File: config.mk
export PLATFORM = sky130hd
export DESIGN_NAME = mqtt_publish_ack_framer
export DESIGN_NICKNAME = d
export VERILOG_FILES = /design/src/hw/rtl/mqpaf_pkg.sv /design/src/hw/rtl/mqpaf_front.sv /design/src/hw/rtl/mqpaf_queue.sv /design/src/hw/rtl/mqpaf_back.sv /design/src/hw/rtl/mqtt_publish_ack_framer.sv
export SDC_FILE = /design/constraint.sdc
export NUM_CORES = 1
export LEC_CHECK = 0
export BUFFER_PORTS_ARGS = -buffer_cell sky130_fd_sc_hd__buf_2
export CORE_MARGIN = 4
export CORE_UTILIZATION = 50
export CTS_CLUSTER_DIAMETER = 80
export DETAILED_ROUTE_END_ITERATION = 6
export PLACE_DENSITY = 0.67
export SYNTH_ARGS = -nofsm -noshare
export SYNTH_HDL_FRONTEND = slang
export SYNTH_SLANG_ARGS = --single-unit
File: constraint.sdc
create_clock -name clock -period 7.6 [get_ports clock]
set_input_delay 0.38 -clock clock [delete_from_list [all_inputs] [get_ports clock]]
set_output_delay 0.38 -clock clock [all_outputs]
set_load 0.01 [all_outputs]
File: src/hw/rtl/mqpaf_pkg.sv
// Shared types and constants for the MQTT publish and acknowledgement framer.
package mqpaf_pkg;

   // Item modes on the request channel.
   localparam logic [1:0] MODE_PUBLISH = 2'd0;
   localparam logic [1:0] MODE_DATA    = 2'd1;
   localparam logic [1:0] MODE_ACK     = 2'd2;
   localparam logic [1:0] MODE_ZERO    = 2'd3;

   // Result status codes.
   localparam logic [1:0] STATUS_OK       = 2'd0;
   localparam logic [1:0] STATUS_REM_LONG = 2'd1;
   localparam logic [1:0] STATUS_BUF_LONG = 2'd2;

   // Control packet types with special handling.
   localparam logic [3:0] PUBLISH_TYPE = 4'd3;
   localparam logic [3:0] PUBREL_TYPE  = 4'd6;

   // Protocol limits and register widths.
   localparam int          MAX_LEN_W      = 29;
   localparam logic [28:0] REM_LEN_MAX    = 29'd268435455;
   localparam logic [28:0] MAX_LEN_RESET  = 29'd4096;
   localparam logic [28:0] ACK_LEN        = 29'd4;
   localparam logic [28:0] ZERO_LEN       = 29'd2;
   localparam logic [7:0]  ACK_REM_LEN    = 8'd2;
   localparam int          CMD_BYTES      = 9;

   // One input beat.
   typedef struct packed {
      logic [1:0]  mode;
      logic [3:0]  packet_type;
      logic        dup_flag;
      logic [1:0]  qos;
      logic        retain_flag;
      logic [15:0] packet_id;
      logic [15:0] topic_len;
      logic [27:0] body_len;
      logic [7:0]  data_byte;
   } req_type;

   // One output beat.
   typedef struct packed {
      logic [7:0] out_byte;
      logic       last_byte;
      logic [1:0] status;
   } rsp_type;

   // A burst of up to nine bytes queued between the front and the back.
   typedef struct packed {
      logic [CMD_BYTES-1:0][7:0] bytes;
      logic [3:0]                cnt;
      logic                      last;
      logic [1:0]                status;
   } cmd_type;

   // Queue occupancy flags seen by the two sides.
   typedef struct packed {
      logic full;
      logic empty;
   } qflags_type;

endpackage

File: src/hw/rtl/mqpaf_front.sv
// Front end: accepts request beats, checks lengths, tracks the open packet and queues bursts.
module mqpaf_front
   import mqpaf_pkg::*;
(
   input  logic                 clock,
   input  logic                 reset,
   input  logic                 req_valid,
   output logic                 req_ready,
   input  req_type              req_data,
   input  logic [MAX_LEN_W-1:0] max_len,
   input  qflags_type           qflags,
   output logic                 push,
   output cmd_type              push_cmd
);

   // Input stage registers.
   logic          a_valid_ff, a_valid_in;
   req_type       a_req_ff;
   logic [28:0]   a_rem_ff, a_rem_in;

   // Packet state.
   logic          open_ff, open_in;
   logic [15:0]   topic_left_ff, topic_left_in;
   logic [27:0]   payload_left_ff, payload_left_in;
   logic          id_pending_ff, id_pending_in;
   logic [15:0]   held_mid_ff, held_mid_in;

   logic          req_fire;
   logic          b_fire;
   logic [2:0]    vs;
   logic [28:0]   total;
   logic [3:0][7:0] vb;
   logic [3:0][7:0] tail;
   logic [15:0]   tl_dec;
   logic [27:0]   pl_dec;
   logic          qos_nz;

   // The input register is free when empty or when its beat moves on this cycle.
   assign req_ready = !a_valid_ff || !qflags.full;
   assign req_fire  = req_valid && req_ready;
   assign b_fire    = a_valid_ff && !qflags.full;
   assign a_valid_in = req_fire ? 1'b1 : (b_fire ? 1'b0 : a_valid_ff);
   assign a_rem_in = 29'd2 + {13'd0, req_data.topic_len} + {1'b0, req_data.body_len}
                     + ((req_data.qos != 2'd0) ? 29'd2 : 29'd0);

   // Varint size, total packet length and the varint bytes.
   always_comb begin
      if (a_rem_ff[28:21] != 8'd0) begin
         vs = 3'd4;
      end else if (a_rem_ff[20:14] != 7'd0) begin
         vs = 3'd3;
      end else if (a_rem_ff[13:7] != 7'd0) begin
         vs = 3'd2;
      end else begin
         vs = 3'd1;
      end
      total = a_rem_ff + {26'd0, vs} + 29'd1;
      for (int k = 0; k < 4; k++) begin
         vb[k] = {((a_rem_ff >> (7 * (k + 1))) != 29'd0), a_rem_ff[7 * k +: 7]};
      end
      tail[0] = a_req_ff.topic_len[15:8];
      tail[1] = a_req_ff.topic_len[7:0];
      tail[2] = a_req_ff.packet_id[15:8];
      tail[3] = a_req_ff.packet_id[7:0];
   end

   assign qos_nz = a_req_ff.qos != 2'd0;
   assign tl_dec = topic_left_ff - 16'd1;
   assign pl_dec = payload_left_ff - 28'd1;

   // Classification of the beat in the input register.
   always_comb begin
      push            = 1'b0;
      push_cmd        = '0;
      open_in         = open_ff;
      topic_left_in   = topic_left_ff;
      payload_left_in = payload_left_ff;
      id_pending_in   = id_pending_ff;
      held_mid_in     = held_mid_ff;
      unique case (a_req_ff.mode)
         MODE_PUBLISH: begin
            push            = 1'b1;
            open_in         = 1'b0;
            topic_left_in   = '0;
            payload_left_in = '0;
            id_pending_in   = 1'b0;
            if (a_rem_ff > REM_LEN_MAX) begin
               push_cmd.cnt    = 4'd1;
               push_cmd.last   = 1'b1;
               push_cmd.status = STATUS_REM_LONG;
            end else if (total > max_len) begin
               push_cmd.cnt    = 4'd1;
               push_cmd.last   = 1'b1;
               push_cmd.status = STATUS_BUF_LONG;
            end else begin
               push_cmd.bytes[0] = {PUBLISH_TYPE, a_req_ff.dup_flag, a_req_ff.qos,
                                    a_req_ff.retain_flag};
               for (int i = 1; i < CMD_BYTES; i++) begin
                  if (i <= int'(vs)) begin
                     push_cmd.bytes[i] = vb[2'(i - 1)];
                  end else if (i - 1 - int'(vs) < 4) begin
                     push_cmd.bytes[i] = tail[2'(i - 1 - int'(vs))];
                  end
               end
               // The message id follows at once when there is no topic.
               if (qos_nz && a_req_ff.topic_len == 16'd0) begin
                  push_cmd.cnt = 4'd5 + {1'b0, vs};
               end else begin
                  push_cmd.cnt = 4'd3 + {1'b0, vs};
               end
               push_cmd.status = STATUS_OK;
               held_mid_in     = a_req_ff.packet_id;
               if (a_req_ff.topic_len == 16'd0 && a_req_ff.body_len == 28'd0) begin
                  push_cmd.last = 1'b1;
               end else begin
                  open_in         = 1'b1;
                  topic_left_in   = a_req_ff.topic_len;
                  payload_left_in = a_req_ff.body_len;
                  id_pending_in   = qos_nz && (a_req_ff.topic_len != 16'd0);
               end
            end
         end
         MODE_DATA: begin
            if (open_ff) begin
               push              = 1'b1;
               push_cmd.bytes[0] = a_req_ff.data_byte;
               push_cmd.cnt      = 4'd1;
               push_cmd.status   = STATUS_OK;
               if (topic_left_ff != 16'd0) begin
                  topic_left_in = tl_dec;
               end else if (payload_left_ff != 28'd0) begin
                  payload_left_in = pl_dec;
               end
               // Insert the message id once the topic is used up.
               if (topic_left_in == 16'd0 && id_pending_ff) begin
                  push_cmd.bytes[1] = held_mid_ff[15:8];
                  push_cmd.bytes[2] = held_mid_ff[7:0];
                  push_cmd.cnt      = 4'd3;
                  id_pending_in     = 1'b0;
               end
               if (topic_left_in == 16'd0 && !id_pending_in && payload_left_in == 28'd0) begin
                  push_cmd.last   = 1'b1;
                  open_in         = 1'b0;
               end
            end
         end
         MODE_ACK: begin
            push            = 1'b1;
            open_in         = 1'b0;
            topic_left_in   = '0;
            payload_left_in = '0;
            id_pending_in   = 1'b0;
            push_cmd.last   = 1'b1;
            if (max_len < ACK_LEN) begin
               push_cmd.cnt    = 4'd1;
               push_cmd.status = STATUS_BUF_LONG;
            end else begin
               push_cmd.bytes[0] = {a_req_ff.packet_type, a_req_ff.dup_flag,
                                    1'b0, (a_req_ff.packet_type == PUBREL_TYPE), 1'b0};
               push_cmd.bytes[1] = ACK_REM_LEN;
               push_cmd.bytes[2] = a_req_ff.packet_id[15:8];
               push_cmd.bytes[3] = a_req_ff.packet_id[7:0];
               push_cmd.cnt      = 4'd4;
               push_cmd.status   = STATUS_OK;
            end
         end
         MODE_ZERO: begin
            push            = 1'b1;
            open_in         = 1'b0;
            topic_left_in   = '0;
            payload_left_in = '0;
            id_pending_in   = 1'b0;
            push_cmd.last   = 1'b1;
            if (max_len < ZERO_LEN) begin
               push_cmd.cnt    = 4'd1;
               push_cmd.status = STATUS_BUF_LONG;
            end else begin
               push_cmd.bytes[0] = {a_req_ff.packet_type, 4'd0};
               push_cmd.cnt      = 4'd2;
               push_cmd.status   = STATUS_OK;
            end
         end
         default: begin
            push = 1'b0;
         end
      endcase
      if (!b_fire) begin
         push = 1'b0;
      end
   end

   // Control state.
   always_ff @(posedge clock) begin
      if (reset) begin
         a_valid_ff      <= 1'b0;
         open_ff         <= 1'b0;
         topic_left_ff   <= '0;
         payload_left_ff <= '0;
         id_pending_ff   <= 1'b0;
         held_mid_ff     <= '0;
      end else begin
         a_valid_ff <= a_valid_in;
         if (b_fire) begin
            open_ff         <= open_in;
            topic_left_ff   <= topic_left_in;
            payload_left_ff <= payload_left_in;
            id_pending_ff   <= id_pending_in;
            held_mid_ff     <= held_mid_in;
         end
      end
   end

   // Input stage payload.
   always_ff @(posedge clock) begin
      if (req_fire) begin
         a_req_ff <= req_data;
         a_rem_ff <= a_rem_in;
      end
   end

endmodule

File: src/hw/rtl/mqpaf_queue.sv
// Short queue of byte bursts between the front and the back.
module mqpaf_queue
   import mqpaf_pkg::*;
#(
   parameter int DEPTH = 4
)
(
   input  logic       clock,
   input  logic       reset,
   input  logic       push,
   input  cmd_type    push_cmd,
   input  logic       pop,
   output cmd_type    head_cmd,
   output qflags_type qflags
);

   localparam int PTR_W = (DEPTH > 1) ? $clog2(DEPTH) : 1;
   localparam int CNT_W = $clog2(DEPTH + 1);

   cmd_type            mem [DEPTH];
   logic [PTR_W-1:0]   wr_ptr_ff, wr_ptr_in;
   logic [PTR_W-1:0]   rd_ptr_ff, rd_ptr_in;
   logic [CNT_W-1:0]   count_ff, count_in;

   assign qflags.full  = count_ff == CNT_W'(DEPTH);
   assign qflags.empty = count_ff == '0;
   assign head_cmd     = mem[rd_ptr_ff];

   // Pointer and occupancy updates.
   always_comb begin
      wr_ptr_in = wr_ptr_ff;
      rd_ptr_in = rd_ptr_ff;
      count_in  = count_ff;
      if (push) begin
         wr_ptr_in = (wr_ptr_ff == PTR_W'(DEPTH - 1)) ? '0 : wr_ptr_ff + PTR_W'(1);
      end
      if (pop) begin
         rd_ptr_in = (rd_ptr_ff == PTR_W'(DEPTH - 1)) ? '0 : rd_ptr_ff + PTR_W'(1);
      end
      if (push && !pop) begin
         count_in = count_ff + CNT_W'(1);
      end else if (pop && !push) begin
         count_in = count_ff - CNT_W'(1);
      end
   end

   always_ff @(posedge clock) begin
      if (reset) begin
         wr_ptr_ff <= '0;
         rd_ptr_ff <= '0;
         count_ff  <= '0;
      end else begin
         wr_ptr_ff <= wr_ptr_in;
         rd_ptr_ff <= rd_ptr_in;
         count_ff  <= count_in;
      end
   end

   // Storage.
   always_ff @(posedge clock) begin
      if (push) begin
         mem[wr_ptr_ff] <= push_cmd;
      end
   end

endmodule

File: src/hw/rtl/mqpaf_back.sv
// Back end: serialises queued bursts into single output beats.
module mqpaf_back
   import mqpaf_pkg::*;
(
   input  logic       clock,
   input  logic       reset,
   input  cmd_type    head_cmd,
   input  qflags_type qflags,
   output logic       pop,
   output logic       rsp_valid,
   input  logic       rsp_ready,
   output rsp_type    rsp_data
);

   logic       rsp_valid_ff, rsp_valid_in;
   rsp_type    rsp_ff;
   logic [3:0] idx_ff, idx_in;
   logic       load;
   logic       at_end;

   assign rsp_valid = rsp_valid_ff;
   assign rsp_data  = rsp_ff;

   // A new beat enters the output register when it is empty or being taken.
   assign load   = !qflags.empty && (!rsp_valid_ff || rsp_ready);
   assign at_end = idx_ff == head_cmd.cnt - 4'd1;
   assign pop    = load && at_end;

   always_comb begin
      idx_in       = idx_ff;
      rsp_valid_in = rsp_valid_ff;
      if (load) begin
         idx_in       = at_end ? 4'd0 : idx_ff + 4'd1;
         rsp_valid_in = 1'b1;
      end else if (rsp_ready) begin
         rsp_valid_in = 1'b0;
      end
   end

   always_ff @(posedge clock) begin
      if (reset) begin
         rsp_valid_ff <= 1'b0;
         idx_ff       <= '0;
      end else begin
         rsp_valid_ff <= rsp_valid_in;
         idx_ff       <= idx_in;
      end
   end

   // Output beat payload.
   always_ff @(posedge clock) begin
      if (load) begin
         rsp_ff.out_byte  <= head_cmd.bytes[idx_ff];
         rsp_ff.last_byte <= at_end && head_cmd.last;
         rsp_ff.status    <= head_cmd.status;
      end
   end

endmodule

File: src/hw/rtl/mqtt_publish_ack_framer.sv
// Top level of the MQTT publish, acknowledgement and zero-length packet framer.
// The block takes one request beat per cycle and gives one packet byte per cycle, unless held
// back by a full queue or a stalled receiver. A publish start beat yields four to nine bytes
// (header, one to four length bytes, topic length and, with no topic, the message id), an
// acknowledgement four, a zero-length packet two, a data beat one or three, and a rejected
// packet a single error beat. A beat passes an input register, where its lengths are checked
// and it is classified, and a queue of QUEUE_DEPTH bursts, then the output register. The output
// register emits one byte per cycle while the receiver is ready, and that serialiser sets the
// sustained rate: requests are taken every cycle while bursts average one byte, and header bursts
// hold the input back only once the queue is full and the input register holds a waiting beat.
module mqtt_publish_ack_framer
   import mqpaf_pkg::*;
#(
   parameter int QUEUE_DEPTH = 4
)
(
   input  logic                 clock,
   input  logic                 reset,
   input  logic                 req_valid,
   output logic                 req_ready,
   input  req_type              req_data,
   output logic                 rsp_valid,
   input  logic                 rsp_ready,
   output rsp_type              rsp_data,
   input  logic                 csr_wr_en,
   input  logic [MAX_LEN_W-1:0] csr_wr_data
);

   logic [MAX_LEN_W-1:0] max_len_ff;
   logic                 push;
   cmd_type              push_cmd;
   logic                 pop;
   cmd_type              head_cmd;
   qflags_type           qflags;

   // Buffer capacity register.
   always_ff @(posedge clock) begin
      if (reset) begin
         max_len_ff <= MAX_LEN_RESET;
      end else if (csr_wr_en) begin
         max_len_ff <= csr_wr_data;
      end
   end

   mqpaf_front u_front (
      .clock     (clock),
      .reset     (reset),
      .req_valid (req_valid),
      .req_ready (req_ready),
      .req_data  (req_data),
      .max_len   (max_len_ff),
      .qflags    (qflags),
      .push      (push),
      .push_cmd  (push_cmd)
   );

   mqpaf_queue #(
      .DEPTH (QUEUE_DEPTH)
   ) u_queue (
      .clock    (clock),
      .reset    (reset),
      .push     (push),
      .push_cmd (push_cmd),
      .pop      (pop),
      .head_cmd (head_cmd),
      .qflags   (qflags)
   );

   mqpaf_back u_back (
      .clock     (clock),
      .reset     (reset),
      .head_cmd  (head_cmd),
      .qflags    (qflags),
      .pop       (pop),
      .rsp_valid (rsp_valid),
      .rsp_ready (rsp_ready),
      .rsp_data  (rsp_data)
   );

endmodule

==> flow_summary.yaml <==
status:
  status: "finished clean"
power_and_ir_drop:
  internal_power_uw: 5500
  fin_total_pwr_uw: 7480
  vdd_drop_max_v: 0.000224
  power.leakage_uw: 0.0107
  p_per_area_nw_per_um2: 251
  seq_power_share_pct: 47.1
  pwr-share-clk_pct: 36.6
  sw_frac_of_total_pct: 26.6
  switching_power_uw: 1990
  pwr-share-comb_pct: 16.3
setup_path:
  path_class: "reg -> reg"
  arrival_ns: 7.29
  cp-start-kind: "flip-flop"
  endpoint_kind: "flip-flop"
  crit_required_ns: 7.94
  path_max_fanout: 19
clocking:
  clk_path_buf_depth: 3
  clock-sinks: 540
  clk_pin_slew_worst_paths_ns: 0.06
  postCtsSetupBuffers: 0
  htree_levels: 2
  clock_latency_ns: 0.61
  clockRootBuffer: "clkbuf_16"
  cts_tree: "yes"
  numCtsBuffers: 55
synth:
  syn_nets: 2112
  async_flop_share_pct: 0
  synthFlopType: "edfxtp_1"
  synth_top_area_share_pct: 50.2
  ys_seq_area_share_pct: 58.4
  ys_ff_latch: 540
  syn_avg_cell_area_um2: 13.6
  yosys.cell_types.count: 76
  synth_edf_count: 434
  synth_area_um2: 25900
  synth_warnings: 0
  synth_area_leader_cell: "edfxtp_1"
  synth.top_cells.by_area: "edfxtp_1 50%, mux4_2 9.6%, dfxtp_1 8.2%"
  syn_inst: 1911
final_layout:
  nets: 2291
  area_growth_syn_to_layout_pct: 15.1
  regArea_um2: 15200
  drive_gt1_share_pct: 18.0
  fin_cells: 2817
  multi_input_area_um2: 10100
  fillers: 4031
  n_antenna_cell: 0
  postLayoutCoreUtil_pct: 58.2
timing:
  fin_ws_ns: 0.650
  rsz0062_at_grt: "false"
  tightestPinTransition_ns: 1.12
  period_needed_ns: 6.95
  clock.fmax_mhz: 144
  skew_ns: 0.0238
  final_hold_viol_count: 0
  slew_violations: 0
  period_share_pct: 91.4
  tns_ns: 0
  finalSetupViolCount: 0
  slew_headroom_pct: 25.4
routing:
  routed_wl_um: 68300
  vias: 17200
  ant_nets: 0
  drt_iter0_drc: 1662
  drc_errors: 0
  wl_per_cell_um: 24.2
  vias_per_cell: 6.11
  drt_first_pass_iters: 5
global_route:
  grt_usage_pct: 24.0
  grt_pass1_wl_um: 103000
  gr-total-overflow: 0
  grt_pass1_vias: 16900
  grt_max_degree: 89
  grt_antenna_before_repair: 1
floorplan:
  start_util_pct: 50.6
  core-area_um2: 51300
  die-height_um: 236
  rows: 83
  die_area_um2: 55600
  die_w_um: 236
  pin_count: 125
run:
  cap_viol_max_count: 0
place:
  port_buffers: 124
  dp_cells: 2641
  place_hpwl_um: 46900
  pre_cts_slack_ns: 0.875
  place_congestion: 0.928
hold_path:
  min_path_type: "in -> reg"
-- kinds of logic (layout without fill, tap and decap cells) --
family,count (synthesis),in the layout,share of synthesized area (%)
AO/OA/AOI/OAI,300,300,7.66
XOR/XNOR,93,93,3.14
adder cells (fa/ha/maj),89,89,4.44
buffers and inverters,180,406,2.74
flip-flops,540,540,58.4
multiplexers,211,211,13.5
AND/OR/NAND/NOR,498,498,10.1
-- flip-flops by register name, summed over array words and instances, names as in the netlist, named ones only --
signal,count
u_queue.rd_ptr_ff,2
u_queue.wr_ptr_ff,2
u_front.open_ff,1
u_back.rsp_data,11
max_len_ff,29
u_front.payload_left_ff,28
u_front.a_rem_ff,29
u_front.a_valid_ff,1
u_queue.mem,316
u_front.a_req_ff,78
u_back.idx_ff,4
u_back.rsp_valid,1
u_front.topic_left_ff,16
u_front.held_mid_ff,16
u_front.id_pending_ff,1
u_queue.count_ff,3
-- stage by stage --
stage                     hold WS [ns]  cell area (um^2)
after floorplan                  0.446             25900
after global placement           0.457             27300
after detailed placement         0.474             27300
after CTS                      0.00425             29900
after global routing           0.00734             29900
final                           0.0188             29900
-- Yosys cell counts (all sizes together), types with 6 or more instances --
master,number
and4,7
and2,16
o21ai,73
nor3,39
nand4,30
inv,81
nor2b,11
nand3b,8
edfxtp,434
o22ai,13
a31oi,11
xnor2,59
mux4,111
a221oi,22
nand2,70
or3,11
nand3,50
nor2,131
clkbuf,69
and3,45
a21oi,69
or4,10
dfxtp,106
nand2b,9
xor2,34
a211oi,12
a21o,19
buf,30
nor4,46
mux2i,99
o31ai,6
a22o,17
a22oi,15
ha,84
-- critical path, cell delays in order (launching register included) --
cell	delay (ns)
edfxtp_1	0.43
nor4_1	0.41
nand2_1	0.56
a31o_2	0.58
inv_2	0.31
ha_1	0.17
nor2b_1	0.12
o21ai_0	0.10
a21oi_1	0.27
and3_1	0.26
and3_1	0.29
nand4_1	0.22
nand2b_1	0.21
xnor2_1	0.13
ha_1	0.27
nand4_1	0.13
nor4_1	0.43
and3_1	0.26
or3_1	0.11
o22ai_1	0.17
or3_1	0.51
buf_4	0.27
o21ai_0	0.43
-- timing repair --
item | CTS | global route
hold endpoints to repair | 72 | 0
gates resized for setup | 0 | 0
hold buffers | 72 | 0
-- placed cells by master (no fill, tap or decap), types with 10 or more instances in the layout --
cell,count
edfxtp_1,434
a22o_1,17
a31oi_1,10
or3_1,11
nor4_1,42
and2_1,12
buf_4,24
buf_2,124
mux4_2,111
dlygate4sd3_1,72
nor3_1,36
nand3_1,50
nor2b_1,10
inv_1,80
mux2i_1,99
o22ai_1,13
o21ai_0,70
a22oi_1,15
nor2_1,130
clkbuf_16,58
nand2_1,70
dfxtp_1,104
xor2_1,34
a21oi_1,67
a221oi_1,22
and3_1,45
xnor2_1,59
ha_1,84
a21o_1,19
nand4_1,30
a211oi_1,12
-- path summary, 6_finish.rpt --
check	startpoint	endpoint	slack [ns]	cells past startpoint
worst max-delay path	u_front.a_rem_ff[21]$_DFFE_PP_	u_queue.mem[3][16]$_DFFE_PP_	0.65	22
worst min-delay path	req_data[24]	u_front.a_req_ff[24]$_DFFE_PP_	0.02	1
worst max register to register	u_front.a_rem_ff[21]$_DFFE_PP_	u_queue.mem[3][16]$_DFFE_PP_	0.65	22
worst min register to register	u_back.rsp_valid$_SDFFE_PP0P_	u_back.rsp_valid$_SDFFE_PP0P_	0.49	2
-- area by class of cell --
class | count | area share [%]
timing repair buffer | 221 | 5.16
clock buffer | 81 | 5.49
multi-input combinational | 1191 | 33.9
inverter | 81 | 1.02
tap | 680 | 2.85
sequential | 540 | 50.8
clock inverter | 23 | 0.750
-- power by group through the flow --
stage | sequential [uW] | clock (uW) | combinational (uW)
finish | 3520 | 2740 | 1220
global placement | 3580 | 0 | 1170
CTS | 3520 | 2780 | 1220
detailed placement | 3580 | 0 | 1180
floorplan | 3530 | 0 | 828
global route | 3540 | 2910 | 1330
-- metal layers --
| layer | global-route usage [%] | wire length (um) | share of wire (%) |
|---|---|---|---|
| met1 | 32.5 | 28000 | 41 |
| met2 | 39.3 | 33000 | 48 |
| met3 | 4.57 | 4670 | 6.8 |
| met4 | 8.26 | 2570 | 3.8 |
| met5 | 0 | 12 | 0.018 |
Power figures use the tool's default switching activity.
